## src/sv/rtm_pkg.sv

```systemverilog
// ----------------------------------------------------------------------------
// Retransmit timer package
// Shared widths, command codes, register indexes and transaction types.
// ----------------------------------------------------------------------------
package rtm_pkg;

	localparam int unsigned HANDLE_W = 16;
	localparam int unsigned COUNT_W = 16;
	localparam int unsigned TIME_W = 64;
	localparam int unsigned CHAN_W = 3;
	localparam int unsigned CMD_W = 2;
	localparam int unsigned DELAY_W = 32;
	localparam int unsigned NUM_REGS = 7;
	localparam int unsigned CFG_IDX_W = 3;
	localparam int unsigned NUM_DELAY_REGS = 5;
	localparam int unsigned TB_CH = 1;
	localparam int unsigned DEFAULT_NUM_CHANNELS = 5;

	localparam logic [DELAY_W-1:0] DELAY_RESET = 32'd1000000000;

	localparam logic [CFG_IDX_W-1:0] REG_TB_FIRST = 3'd5;
	localparam logic [CFG_IDX_W-1:0] REG_CHECK_INTERVAL = 3'd6;

	localparam logic [CMD_W-1:0] CMD_START = 2'd0;
	localparam logic [CMD_W-1:0] CMD_STOP = 2'd1;
	localparam logic [CMD_W-1:0] CMD_CHECK = 2'd2;
	localparam logic [CMD_W-1:0] CMD_BEGIN_TB = 2'd3;

	typedef struct packed {
		logic [CMD_W-1:0] cmd;
		logic [CHAN_W-1:0] channel;
		logic [TIME_W-1:0] now_time;
		logic [HANDLE_W-1:0] msg_handle;
	} in_item_t;

	typedef struct packed {
		logic [CHAN_W-1:0] out_channel;
		logic [HANDLE_W-1:0] out_handle;
		logic [COUNT_W-1:0] attempt_count;
		logic retransmit;
		logic accepted;
		logic replaced;
		logic [TIME_W-1:0] next_wake;
		logic last;
	} out_item_t;

	typedef struct packed {
		logic [TIME_W-1:0] deadline;
		logic [HANDLE_W-1:0] handle;
		logic [COUNT_W-1:0] count;
	} chan_entry_t;

	typedef struct packed {
		logic [DELAY_W-1:0] sel_delay;
		logic [DELAY_W-1:0] tb_first_delay;
		logic [DELAY_W-1:0] check_interval;
	} cfg_view_t;

	typedef enum logic [1:0] {
		SEQ_IDLE,
		SEQ_EXEC,
		SEQ_FINAL
	} seq_state_t;

endpackage

```

## src/sv/rtm_cfg_regs.sv

```systemverilog
// ----------------------------------------------------------------------------
// Retransmit timer configuration registers
// Holds the channel periods, the first TB delay and the check interval.
// ----------------------------------------------------------------------------
module rtm_cfg_regs import rtm_pkg::*; (
	input  logic                 clk,
	input  logic                 arst_n,
	input  logic                 cfg_write_en,
	input  logic [CFG_IDX_W-1:0] cfg_index,
	input  logic [DELAY_W-1:0]   cfg_data,
	input  logic [CHAN_W-1:0]    delay_sel,
	output cfg_view_t            view
);

	logic [DELAY_W-1:0] regs_q [NUM_REGS];

	always_ff @(posedge clk or negedge arst_n) begin
		if (!arst_n) begin
			for (int i = 0; i < NUM_REGS; i++) begin
				regs_q[i] <= DELAY_RESET;
			end
		end else if (cfg_write_en && (32'(cfg_index) < NUM_REGS)) begin
			regs_q[cfg_index] <= cfg_data;
		end
	end

	always_comb begin
		view.sel_delay = (32'(delay_sel) < NUM_DELAY_REGS) ? regs_q[delay_sel] : '0;
		view.tb_first_delay = regs_q[REG_TB_FIRST];
		view.check_interval = regs_q[REG_CHECK_INTERVAL];
	end

endmodule

```

## src/sv/rtm_chan_mem.sv

```systemverilog
// ----------------------------------------------------------------------------
// Retransmit timer channel memory
// One entry per channel with a registered read port and a write port.
// Entries that were never written read as zero.
// ----------------------------------------------------------------------------
module rtm_chan_mem import rtm_pkg::*; #(
	parameter int unsigned NUM_CHANNELS = DEFAULT_NUM_CHANNELS,
	localparam int unsigned IDX_W = (NUM_CHANNELS > 1) ? $clog2(NUM_CHANNELS) : 1
) (
	input  logic             clk,
	input  logic             arst_n,
	input  logic             rd_en,
	input  logic [IDX_W-1:0] rd_addr,
	output chan_entry_t      rd_data,
	input  logic             wr_en,
	input  logic [IDX_W-1:0] wr_addr,
	input  chan_entry_t      wr_data
);

	chan_entry_t ram_q [NUM_CHANNELS];
	chan_entry_t rd_word_q;
	logic [NUM_CHANNELS-1:0] valid_q;
	logic rd_valid_q;

	always_ff @(posedge clk) begin
		if (wr_en) begin
			ram_q[wr_addr] <= wr_data;
		end
		if (rd_en) begin
			rd_word_q <= ram_q[rd_addr];
		end
	end

	always_ff @(posedge clk or negedge arst_n) begin
		if (!arst_n) begin
			valid_q <= '0;
			rd_valid_q <= 1'b0;
		end else begin
			if (wr_en) begin
				valid_q[wr_addr] <= 1'b1;
			end
			if (rd_en) begin
				rd_valid_q <= valid_q[rd_addr];
			end
		end
	end

	assign rd_data = rd_valid_q ? rd_word_q : '0;

endmodule

```

## src/sv/rtm_seq.sv

```systemverilog
// ----------------------------------------------------------------------------
// Retransmit timer sequencer
// Runs one command at a time: reads the channel entry, updates it, writes
// it back and loads each result into the output register.
// ----------------------------------------------------------------------------
module rtm_seq import rtm_pkg::*; #(
	parameter int unsigned NUM_CHANNELS = DEFAULT_NUM_CHANNELS,
	localparam int unsigned IDX_W = (NUM_CHANNELS > 1) ? $clog2(NUM_CHANNELS) : 1
) (
	input  logic              clk,
	input  logic              arst_n,
	input  logic              in_valid,
	output logic              in_ready,
	input  in_item_t          in_data,
	output logic              out_valid,
	input  logic              out_ready,
	output out_item_t         out_data,
	input  cfg_view_t         cfg,
	output logic [CHAN_W-1:0] delay_sel,
	output logic              mem_rd_en,
	output logic [IDX_W-1:0]  mem_rd_addr,
	input  chan_entry_t       mem_rd_data,
	output logic              mem_wr_en,
	output logic [IDX_W-1:0]  mem_wr_addr,
	output chan_entry_t       mem_wr_data
);

	localparam int unsigned SCAN_N = (NUM_CHANNELS < NUM_DELAY_REGS) ? NUM_CHANNELS
		: NUM_DELAY_REGS;
	localparam bit TB_EXISTS = (NUM_CHANNELS >= 2);
	localparam logic [IDX_W-1:0] TB_ADDR = IDX_W'(TB_CH);
	localparam logic [IDX_W-1:0] LAST_SCAN = IDX_W'(SCAN_N - 1);

	seq_state_t state_q, state_d;
	logic [CMD_W-1:0] cmd_q;
	logic [CHAN_W-1:0] ch_q;
	logic [TIME_W-1:0] now_q;
	logic [HANDLE_W-1:0] handle_q;
	logic [IDX_W-1:0] scan_q;
	logic [TIME_W-1:0] earliest_q;
	logic [NUM_CHANNELS-1:0] active_q;
	logic out_valid_q;
	out_item_t out_q;

	logic accept;
	logic slot_free;
	logic ch_in_range;
	logic [IDX_W-1:0] ch_addr;
	logic [IDX_W-1:0] accept_addr;
	logic scan_active;
	logic tb_active;
	logic overdue;
	logic last_scan;
	logic [DELAY_W-1:0] add_b;
	logic [TIME_W-1:0] add_a;
	logic [TIME_W-1:0] sum;
	logic [COUNT_W-1:0] count_inc;
	logic step;
	logic load;
	out_item_t res;
	logic act_wr;
	logic act_val;
	logic earliest_upd;

	assign slot_free = !out_valid_q || out_ready;
	assign in_ready = (state_q == SEQ_IDLE);
	assign accept = in_valid && in_ready;
	assign out_valid = out_valid_q;
	assign out_data = out_q;

	assign ch_in_range = (32'(ch_q) < NUM_CHANNELS);
	assign ch_addr = IDX_W'(ch_q);
	assign scan_active = active_q[scan_q];
	assign tb_active = TB_EXISTS && active_q[TB_ADDR];
	assign overdue = (now_q > mem_rd_data.deadline);
	assign last_scan = (scan_q == LAST_SCAN);

	assign delay_sel = (cmd_q == CMD_CHECK) ? CHAN_W'(scan_q) : ch_q;
	assign add_a = (cmd_q == CMD_CHECK) ? mem_rd_data.deadline : now_q;
	assign add_b = (cmd_q == CMD_BEGIN_TB) ? cfg.tb_first_delay : cfg.sel_delay;
	assign sum = add_a + TIME_W'(add_b);
	assign count_inc = (&mem_rd_data.count) ? mem_rd_data.count
		: mem_rd_data.count + COUNT_W'(1);

	always_comb begin
		case (in_data.cmd)
			CMD_START, CMD_STOP: accept_addr = IDX_W'(in_data.channel);
			CMD_BEGIN_TB:        accept_addr = TB_ADDR;
			default:             accept_addr = '0;
		endcase
	end

	always_comb begin
		state_d = state_q;
		case (state_q)
			SEQ_IDLE: begin
				if (accept) begin
					state_d = SEQ_EXEC;
				end
			end
			SEQ_EXEC: begin
				if (step) begin
					if (cmd_q != CMD_CHECK) begin
						state_d = SEQ_IDLE;
					end else if (last_scan) begin
						state_d = SEQ_FINAL;
					end
				end
			end
			SEQ_FINAL: begin
				if (slot_free) begin
					state_d = SEQ_IDLE;
				end
			end
			default: state_d = SEQ_IDLE;
		endcase
	end

	always_comb begin
		mem_rd_en = 1'b0;
		mem_rd_addr = accept_addr;
		mem_wr_en = 1'b0;
		mem_wr_addr = ch_addr;
		mem_wr_data = mem_rd_data;
		step = 1'b0;
		load = 1'b0;
		res = '0;
		res.last = 1'b1;
		act_wr = 1'b0;
		act_val = 1'b0;
		earliest_upd = 1'b0;
		case (state_q)
			SEQ_IDLE: begin
				mem_rd_en = accept;
			end
			SEQ_EXEC: begin
				case (cmd_q)
					CMD_START: begin
						step = slot_free;
						load = slot_free;
						res.out_channel = ch_q;
						if (ch_in_range) begin
							res.out_handle = handle_q;
							res.accepted = 1'b1;
							res.next_wake = sum;
							mem_wr_en = slot_free;
							mem_wr_data.deadline = sum;
							mem_wr_data.handle = handle_q;
							mem_wr_data.count = '0;
							act_wr = slot_free;
							act_val = 1'b1;
						end
					end
					CMD_STOP: begin
						step = slot_free;
						load = slot_free;
						res.out_channel = ch_q;
						if (ch_in_range) begin
							res.attempt_count = mem_rd_data.count;
							res.accepted = 1'b1;
							mem_wr_en = slot_free;
							mem_wr_data.handle = '0;
							act_wr = slot_free;
							act_val = 1'b0;
						end
					end
					CMD_BEGIN_TB: begin
						step = slot_free;
						load = slot_free;
						mem_wr_addr = TB_ADDR;
						res.out_channel = CHAN_W'(TB_CH);
						if (TB_EXISTS) begin
							if (tb_active) begin
								if (mem_rd_data.count != '0) begin
									res.attempt_count = mem_rd_data.count;
								end else begin
									res.out_handle = mem_rd_data.handle;
									res.accepted = 1'b1;
									res.replaced = 1'b1;
									res.next_wake = mem_rd_data.deadline;
									mem_wr_en = slot_free;
									mem_wr_data.handle = handle_q;
								end
							end else begin
								res.accepted = 1'b1;
								res.next_wake = sum;
								mem_wr_en = slot_free;
								mem_wr_data.deadline = sum;
								mem_wr_data.handle = handle_q;
								mem_wr_data.count = '0;
								act_wr = slot_free;
								act_val = 1'b1;
							end
						end
					end
					CMD_CHECK: begin
						mem_wr_addr = scan_q;
						if (scan_active && overdue) begin
							step = slot_free;
							load = slot_free;
							res.out_channel = CHAN_W'(scan_q);
							res.out_handle = mem_rd_data.handle;
							res.attempt_count = count_inc;
							res.retransmit = 1'b1;
							res.accepted = 1'b1;
							res.last = 1'b0;
							mem_wr_en = slot_free;
							mem_wr_data.deadline = sum;
							mem_wr_data.count = count_inc;
						end else begin
							step = 1'b1;
							earliest_upd = scan_active
								&& (mem_rd_data.deadline < earliest_q);
						end
						if (step && !last_scan) begin
							mem_rd_en = 1'b1;
							mem_rd_addr = scan_q + IDX_W'(1);
						end
					end
					default: step = 1'b1;
				endcase
			end
			SEQ_FINAL: begin
				load = slot_free;
				res.accepted = 1'b1;
				res.next_wake = earliest_q;
			end
			default: ;
		endcase
	end

	always_ff @(posedge clk or negedge arst_n) begin
		if (!arst_n) begin
			state_q <= SEQ_IDLE;
			out_valid_q <= 1'b0;
			active_q <= '0;
			scan_q <= '0;
		end else begin
			state_q <= state_d;
			if (load) begin
				out_valid_q <= 1'b1;
			end else if (out_ready) begin
				out_valid_q <= 1'b0;
			end
			if (act_wr) begin
				active_q[mem_wr_addr] <= act_val;
			end
			if (accept) begin
				scan_q <= '0;
			end else if (state_q == SEQ_EXEC && cmd_q == CMD_CHECK && step && !last_scan) begin
				scan_q <= scan_q + IDX_W'(1);
			end
		end
	end

	always_ff @(posedge clk) begin
		if (accept) begin
			cmd_q <= in_data.cmd;
			ch_q <= in_data.channel;
			now_q <= in_data.now_time;
			handle_q <= in_data.msg_handle;
			earliest_q <= in_data.now_time + TIME_W'(cfg.check_interval);
		end else if (earliest_upd) begin
			earliest_q <= mem_rd_data.deadline;
		end
		if (load) begin
			out_q <= res;
		end
	end

endmodule

```

## src/sv/multi_channel_retransmit_timer_top.sv

```systemverilog
// ----------------------------------------------------------------------------
// Multi-channel retransmit timer
// Keeps per-channel deadlines, handles and attempt counts and reports
// overdue channels on a check command.
// ----------------------------------------------------------------------------
// Commands are handled one at a time. Start, stop and begin TB first read
// the channel entry from the channel memory, then update it and load the
// result. A check walks the channels through that memory one entry per
// cycle unless a resend result stalls it, writing back an overdue entry
// while it reads the next, and each resend result waits for the output
// register to be free. A new command is taken once the previous one has
// loaded its final result, even while that result still waits to be
// taken. All times wrap modulo 2^64.
module multi_channel_retransmit_timer_top import rtm_pkg::*; #(
	parameter int unsigned NUM_CHANNELS = DEFAULT_NUM_CHANNELS
) (
	input  logic                 clk,
	input  logic                 arst_n,
	input  logic                 in_valid,
	output logic                 in_ready,
	input  in_item_t             in_data,
	output logic                 out_valid,
	input  logic                 out_ready,
	output out_item_t            out_data,
	input  logic                 cfg_write_en,
	input  logic [CFG_IDX_W-1:0] cfg_index,
	input  logic [DELAY_W-1:0]   cfg_data
);

	localparam int unsigned IDX_W = (NUM_CHANNELS > 1) ? $clog2(NUM_CHANNELS) : 1;

	cfg_view_t cfg_view;
	logic [CHAN_W-1:0] delay_sel;
	logic mem_rd_en;
	logic [IDX_W-1:0] mem_rd_addr;
	chan_entry_t mem_rd_data;
	logic mem_wr_en;
	logic [IDX_W-1:0] mem_wr_addr;
	chan_entry_t mem_wr_data;

	rtm_cfg_regs u_cfg (
		.clk          (clk),
		.arst_n       (arst_n),
		.cfg_write_en (cfg_write_en),
		.cfg_index    (cfg_index),
		.cfg_data     (cfg_data),
		.delay_sel    (delay_sel),
		.view         (cfg_view)
	);

	rtm_chan_mem #(
		.NUM_CHANNELS (NUM_CHANNELS)
	) u_mem (
		.clk     (clk),
		.arst_n  (arst_n),
		.rd_en   (mem_rd_en),
		.rd_addr (mem_rd_addr),
		.rd_data (mem_rd_data),
		.wr_en   (mem_wr_en),
		.wr_addr (mem_wr_addr),
		.wr_data (mem_wr_data)
	);

	rtm_seq #(
		.NUM_CHANNELS (NUM_CHANNELS)
	) u_seq (
		.clk         (clk),
		.arst_n      (arst_n),
		.in_valid    (in_valid),
		.in_ready    (in_ready),
		.in_data     (in_data),
		.out_valid   (out_valid),
		.out_ready   (out_ready),
		.out_data    (out_data),
		.cfg         (cfg_view),
		.delay_sel   (delay_sel),
		.mem_rd_en   (mem_rd_en),
		.mem_rd_addr (mem_rd_addr),
		.mem_rd_data (mem_rd_data),
		.mem_wr_en   (mem_wr_en),
		.mem_wr_addr (mem_wr_addr),
		.mem_wr_data (mem_wr_data)
	);

`ifndef ASSERT_OFF
	// A read never targets the entry being written in the same cycle.
	a_no_rw_same_entry: assert property (@(posedge clk) disable iff (!arst_n)
		(mem_rd_en && mem_wr_en) |-> (mem_rd_addr != mem_wr_addr))
		else $error("channel memory read and write hit the same entry");

	// A transaction is never followed by another in the next cycle.
	a_one_command: assert property (@(posedge clk) disable iff (!arst_n)
		(in_valid && in_ready) |=> !in_ready)
		else $error("input ready in the cycle after a transaction");

	// Every entry update comes with a result in the output register.
	a_write_has_result: assert property (@(posedge clk) disable iff (!arst_n)
		mem_wr_en |=> out_valid)
		else $error("channel entry updated without a result");
`endif

endmodule

```

## config.mk

```make
export PLATFORM = sky130hd
export DESIGN_NAME = multi_channel_retransmit_timer_top
export DESIGN_NICKNAME = d
export VERILOG_FILES = /design/src/sv/rtm_pkg.sv /design/src/sv/rtm_cfg_regs.sv /design/src/sv/rtm_chan_mem.sv /design/src/sv/rtm_seq.sv /design/src/sv/multi_channel_retransmit_timer_top.sv
export SDC_FILE = /design/constraint.sdc
export NUM_CORES = 2
export LEC_CHECK = 0
export BUFFER_PORTS_ARGS = -buffer_cell sky130_fd_sc_hd__buf_2
export CORE_MARGIN = 5
export CORE_UTILIZATION = 65
export DETAILED_ROUTE_END_ITERATION = 10
export PLACE_DENSITY = 0.87
export SYNTH_ARGS = -nofsm -noshare
export SYNTH_HDL_FRONTEND = slang
export SYNTH_SLANG_ARGS = --single-unit
export TNS_END_PERCENT = 1
```

## constraint.sdc

```tcl
create_clock -name clk -period 36 [get_ports clk]
set_input_delay 3.6 -clock clk [delete_from_list [all_inputs] [get_ports clk]]
set_output_delay 3.6 -clock clk [all_outputs]
set_load 0.01 [all_outputs]
```

-- Yosys cells after proc, flatten, opt, wreduce, memory -nomap -nowiden
Memories as Yosys holds them, arrays and structs flattened. A register that Yosys moved wholly into a read port is not among the register bits.
Cells that the tools add are included.
- memories: 1
- word-level logic and storage cells: 181
- output and inout bits: 105
- input bits: 125
- bits in writable memories: 480
- register bits after elaboration: 493
- memory list (memory ; words ; width ; read ports ; clocked after memory_dff ; write ports ; RTL line ; source):
    u_mem.ram_q ; 5 ; 96 ; 1 ; 1 ; 1 ; rtm_chan_mem.sv:20 ; chan_entry_t ram_q [NUM_CHANNELS];
- order comparisons: 12
- reduce and logical (&&, ||, !) cells: 27
- multiplexer cells: 95
- bitwise logic cells: 3
- equality and inequality tests: 13
- add/sub/neg operators: 4
- operator list (kind ; count):
    2-to-1 mux 64 bit ; 7
    2-to-1 mux 96 bit ; 3
    case mux 64 bit (2 select lines) ; 2
    bitwise mux 224 bit ; 1
    2-to-1 mux 32 bit ; 6
    case mux 16 bit (3 select lines) ; 4
    case mux 64 bit (3 select lines) ; 1
    2-to-1 mux 16 bit ; 10
    adder 64 x 32 -> 64 bit ; 2
    binary-select mux 32 bit (select 3 bit) ; 1
    demux 32 bit (select 3 bit) ; 1
    2-to-1 mux 66 bit ; 1
    greater-than comparator 64 bit ; 1
    < comparator 64 bit ; 1
    2-to-1 mux 37 bit ; 1
    2-to-1 mux 1 bit ; 28
    2-to-1 mux 3 bit ; 7
    adder 16 x 1 -> 16 bit, second input constant ; 1
    AND reduction 16 bit ; 1
    nonzero test 16 bit ; 1
    case mux 1 bit (2 select lines) ; 7
    < comparator 3 x 4 -> 1 bit, second input constant ; 3
    case mux 3 bit (2 select lines) ; 2
    logical AND 1 bit ; 10
    29 further kinds ; 52

-- Depth between registers and ports, before layout
- depth in word-level cells: 12
- depth in mapped cells: 28
- depth with buffers taken out: 21

-- Modules after synthesis
From an unflattened synthesis, not the netlist that was laid out.
- cells, all modules: 4317
- area, all modules: 55199.2 µm²
- modules (own cells, without submodules) (module ; sequential area each (µm²) ; times used ; area an instance (µm²) ; cells each):
    rtm_seq ; 7842.5 ; 1 ; 23406.2 ; 2689
    rtm_chan_mem ; 17446.7 ; 1 ; 21624.5 ; 933
    rtm_cfg_regs ; 5719.2 ; 1 ; 10168.5 ; 695

-- Least setup slack after synthesis
No wires, ideal clock.
- path type: flip-flop to flip-flop
- start point: register u_mem.rd_valid_q
- end point: register u_mem.valid_q[0]
- setup slack: 24.480 ns
- cell stages (with the launch flop): 20
- period minus slack after synthesis: 11.520 ns
- library setup time: 0.106 ns
- path buffers: 8
- required time: 35.894 ns
- arrival: 11.414 ns
- cell sequence: dfrtp_1 > buf_4 > buf_2 > buf_2 > buf_2 > buf_2 > clkbuf_1 > buf_1 > clkbuf_1 > nand2_1 > ha_1 > nand4_1 > nor4_2 > nand2_1 > nor3_4 > nand3_2 > a211oi_2 > o211ai_1 > nor3_1 > or2_2
- longest elaborated chain between the ends: 6
- elaborated cells on any way between the ends: 9
- those cells by class: order compare (1); mux (6); reduce/logical (2)
- ends and longest elaborated chain (item ; RTL line ; source):
    start: declaration ; rtm_chan_mem.sv:23 ; logic rd_valid_q;
    start signal: assignment ; rtm_chan_mem.sv:43 ; rd_valid_q <= valid_q[rd_addr];
    2-to-1 mux 96 bit (*) ; rtm_chan_mem.sv:48 ; assign rd_data = rd_valid_q ? rd_word_q : '0;
    greater-than comparator 64 bit or nonzero test 16 bit (tied branches) ; rtm_seq.sv:75, rtm_seq.sv:174 ;
    logical AND 1 bit or 2-to-1 mux 1 bit (tied branches) ; rtm_seq.sv:198, rtm_seq.sv:174 ;
    2-to-1 mux 1 bit (on tied branches) ; rtm_seq.sv:198, rtm_seq.sv:173 ;
    case mux 1 bit (3 select lines) (*) ; rtm_seq.sv:137 ; case (cmd_q)
    2-to-1 mux 1 bit (*) ; rtm_seq.sv:132 ; case (state_q)
    end signal: assignment ; rtm_chan_mem.sv:36 ; valid_q <= '0;
    end signal: indexed assignment ; rtm_chan_mem.sv:40 ; valid_q[wr_addr] <= 1'b1;
    end: declaration ; rtm_chan_mem.sv:22 ; logic [NUM_CHANNELS-1:0] valid_q;
Every way passes the cells marked *; elsewhere a longest branch is shown, timed or not.
A chain may end at the register's enable or synchronous reset.

==> impl_results.md <==
- Final WL: ~150,000 um
- Pre-CTS setup slack: 28.63 ns
- EDFF count, synth: between 800 and 900
- ANT nets after route: 0
- Number of global-route vias before repair: between 30,000 and 40,000
- Sequential fraction of the synthesis area: 57.5%
- Largest net degree at the start of global routing: 134
- Worst setup path endpoint: u_mem.ram_q[0][86]
- Placed cells: roughly 5,600
- Status: finished, final reports clean
- Worst Max-Slew Pin Slew: ~1.3 ns
- Syn Area/Cell: ~12 um^2
- Cell family with most CP delay: compound AO/OA/AOI/OAI gates
- Setup bufs post-CTS: 0
- Synth-to-layout area growth: 10.5%
- Fmax: between 100 and 150 MHz
- Netlist cell types: between 90 and 100
- Final min period: between 7 and 8 ns
- Final non-filler cell total: between 5,000 and 6,000
- Worst Path Buf+Inv: 4
- Critical-path cell list: inv_1 > ha_4 > buf_4 > mux2i_4 > buf_4 > buf_4 > a22oi_1 > o22ai_1 > nand2_1 > o21ai_0 > ha_1 > a21oi_1 > o21ai_0 > a21oi_1 > o21ai_0 > nor3_1 > a211oi_2 > o21ai_0 > xor2_1 > a21oi_1 > nor2_1
- Initial antenna violation count: 14
- IO Count: between 200 and 250
- Cell area after synthesis: approximately 0.054 mm^2
- Slew HR: between 10% and 20%
- Worst Path Arrival: a little under 8 ns
- Tcrit/Tclk final: 20.5%
- Cell count after synthesis: roughly 4,400
- Clock-pin transition on the worst setup and hold timing paths: 0.06 ns
- RSZ-0062 raised after global routing: no
- Synth top area share: a little under half
- Critical path's most frequent cell: o21ai_0
- Deepest clock path buffer count: 3
- Die area: ~0.089 mm^2
- TritonCTS Buffers: 104
- Hpwl dp: approximately 100,000 um
- Row cnt: roughly 110
- Required time of the worst setup path: approximately 36 ns
- Global route overflow: 0
- Most frequent cells in the layout: edfxtp_1 (828), nand2_1 (505), mux2_2 (354)
- H-tree depth: 3
- Crit Path Category: reg2reg
- CP Max Fanout: 62
- Leak: 23.0 nW
- Vias per cell: 6.84
- Worst reg2reg endpoint: u_mem.ram_q[0][86]
- Final Hold Vio Count: 0
- Starting Density: approximately two thirds
- Root buf cell: clkbuf_16
- Startpoint types: flip-flop
- Max_cap viols: 0
- Gr usage total: roughly a third
- Synth area leader: edfxtp_1
- CTS tree: yes
- WP depth: 21
- Crit. End Element: flip-flop
- Overall Power: about 0.0050 W
- Number of I/O port buffers: between 200 and 250
- Post-synth ARST share: between 20% and 30%
- Fin Setup TNS: 0 ns
- CP Launch Point: u_seq.cmd_q[0]
- Core area: between 0.08 and 0.09 mm^2
- Die boundary width: between 200 and 300 um
- Max Slew Vio Count: 0
- Syn nets: ~4,800
- Largest cells by area after synthesis: edfxtp_1 (46%), mux2_2 (7.4%), dfrtp_1 (7.0%), ha_1 (4.7%), dfstp_2 (4.4%)
- Max stage delay on crit path: around 0.95 ns
- Clock sinks: around 1,100
- Initial detailed-routing violation count: roughly 6,000
- Ys Warns: 0
- Most common cell after layout, fill and taps aside: edfxtp_1
- Clock latency reported for the late side of the worst-skew pair: 0.69 ns
- #FFs+latches synth: 1,069
- Slowest cell on the critical path: a211oi_2
- Fillcell total: 5,324
- Nets: slightly below 5,000
- Post_cts resized: 0
- DRC Markers: 0
- Max rail drop VDD: about 0.000060 V
- GPL Wtd Cong: a little over 1
- Share of cells above drive strength 1: around 20%
- Post-cts hold buffer count: 0
- PwrDens: 84.1 mW/mm^2
- Reg-to-reg critical path startpoint: u_seq.cmd_q[0]
- Wirelength per Cell: 26.5 um
- Setup violators final: 0
- Top_reg_cell synth: edfxtp_1
- R2R setup slack: 28.62 ns
- R2r worst-path depth: 21
- Worst setup margin: about 29 ns
- Worst hold-check path type: reg2reg
- TritonRoute pass-1 iters: 9
- First-pass GRT wire length: roughly 230,000 um
- DR vias: 39,488
- Die height: around 300 um
- Worst clock skew: 0.0290 ns
state kept, by name, summed over array words and instances (netlist names):
register	cells
u_seq.out_valid	1
u_cfg.regs_q	160
u_seq.out_data	103
u_seq.handle_q	16
u_seq.earliest_q	64
u_seq.ch_addr	3
u_seq.cmd_q	2
u_mem.valid_q	5
u_seq.scan_q	3
u_seq.active_q	5
u_mem.ram_q	480
u_mem.rd_valid_q	1
u_seq.state_q	2
u_cfg.view	64
u_mem.rd_word_q	96
u_seq.now_q	64
final cells by class:
| type | instances | area (um^2) | area share, % |
|---|---|---|---|
| diodes | 5 | 12.5 | 0.0210 |
| clock buffers | 142 | 2860 | 4.79 |
| clock inverters | 50 | 558 | 0.936 |
| inverters | 180 | 678 | 1.14 |
| multi-input cells | 2954 | 21500 | 36.0 |
| flip-flops and latches | 1069 | 31000 | 52.0 |
| well taps | 1070 | 1340 | 2.25 |
| repair buffers | 301 | 1710 | 2.87 |
power breakdown:
group	switching, W	internal, W	leakage [nW]
clock network	0.000480	0.000617	1.64
logic	0.00133	0.000661	10.9
registers	0.000151	0.00177	10.5
synthesized netlist by cell type, drive strengths merged (15+ instances only):
cell type and instances:
buf 85, o21a 26, a21oi 186, nand3 56
a31oi 15, a211oi 26, o21ai 324, a22oi 52
clkbuf 147, inv 178, a32o 22, mux2 355
and2 19, a21o 79, nand2b 29, dfrtp 150
nor3 40, ha 203, nand2 507, o221ai 18
xnor2 67, o22ai 127, nor2b 27, and3 23
xor2 47, a32oi 27, nor2 173, edfxtp 828
dfstp 91, o211ai 16, nand4 49, a2111oi 15
mux2i 219
worst min path at each step:
stage | from | end | slack, ns | cells past startpoint
final | u_mem.valid_q[4] | u_mem.valid_q[4] | 0.49 | 1
after global routing | u_mem.valid_q[4] | u_mem.valid_q[4] | 0.51 | 1
after CTS | u_mem.valid_q[0] | u_mem.valid_q[0] | 0.48 | 1
after detailed placement | u_mem.valid_q[3] | u_mem.valid_q[3] | 0.46 | 1
after global placement | u_mem.valid_q[1] | u_mem.valid_q[1] | 0.45 | 1
after floorplan | u_mem.valid_q[3] | u_mem.valid_q[3] | 0.43 | 1
logic make-up after synthesis:
family / after synthesis / share of synthesized area, %
XOR/XNOR: 114 / 1.85
AND/OR/NAND/NOR: 993 / 8.39
buffers and inverters: 412 / 3.12
adder cells (fa/ha/maj): 205 / 4.78
flip-flops: 1069 / 57.5
AO/OA/AOI/OAI: 1066 / 12.8
multiplexers: 576 / 11.6
metrics by stage:
stage | util [%] | area, um^2 | hold WS [ns]
6_report | 72.5 | 59600 | 0.489
3_3_place_gp | 68.3 | 56200 | 0.446
4_1_cts | 72.5 | 59600 | 0.484
5_1_grt | 72.5 | 59600 | 0.511
3_5_place_dp | 68.3 | 56200 | 0.455
2_1_floorplan | - | 53900 | 0.433
metal layers:
metal	track usage (%)	up-vias	share of wire [%]
met3	8.52	659	13
li1	-	17083	-
met4	17.3	12	6.2
met1	45.1	18943	37
met5	0	-	0.11
met2	50.5	2791	44
(Power assumes the default switching activity.)
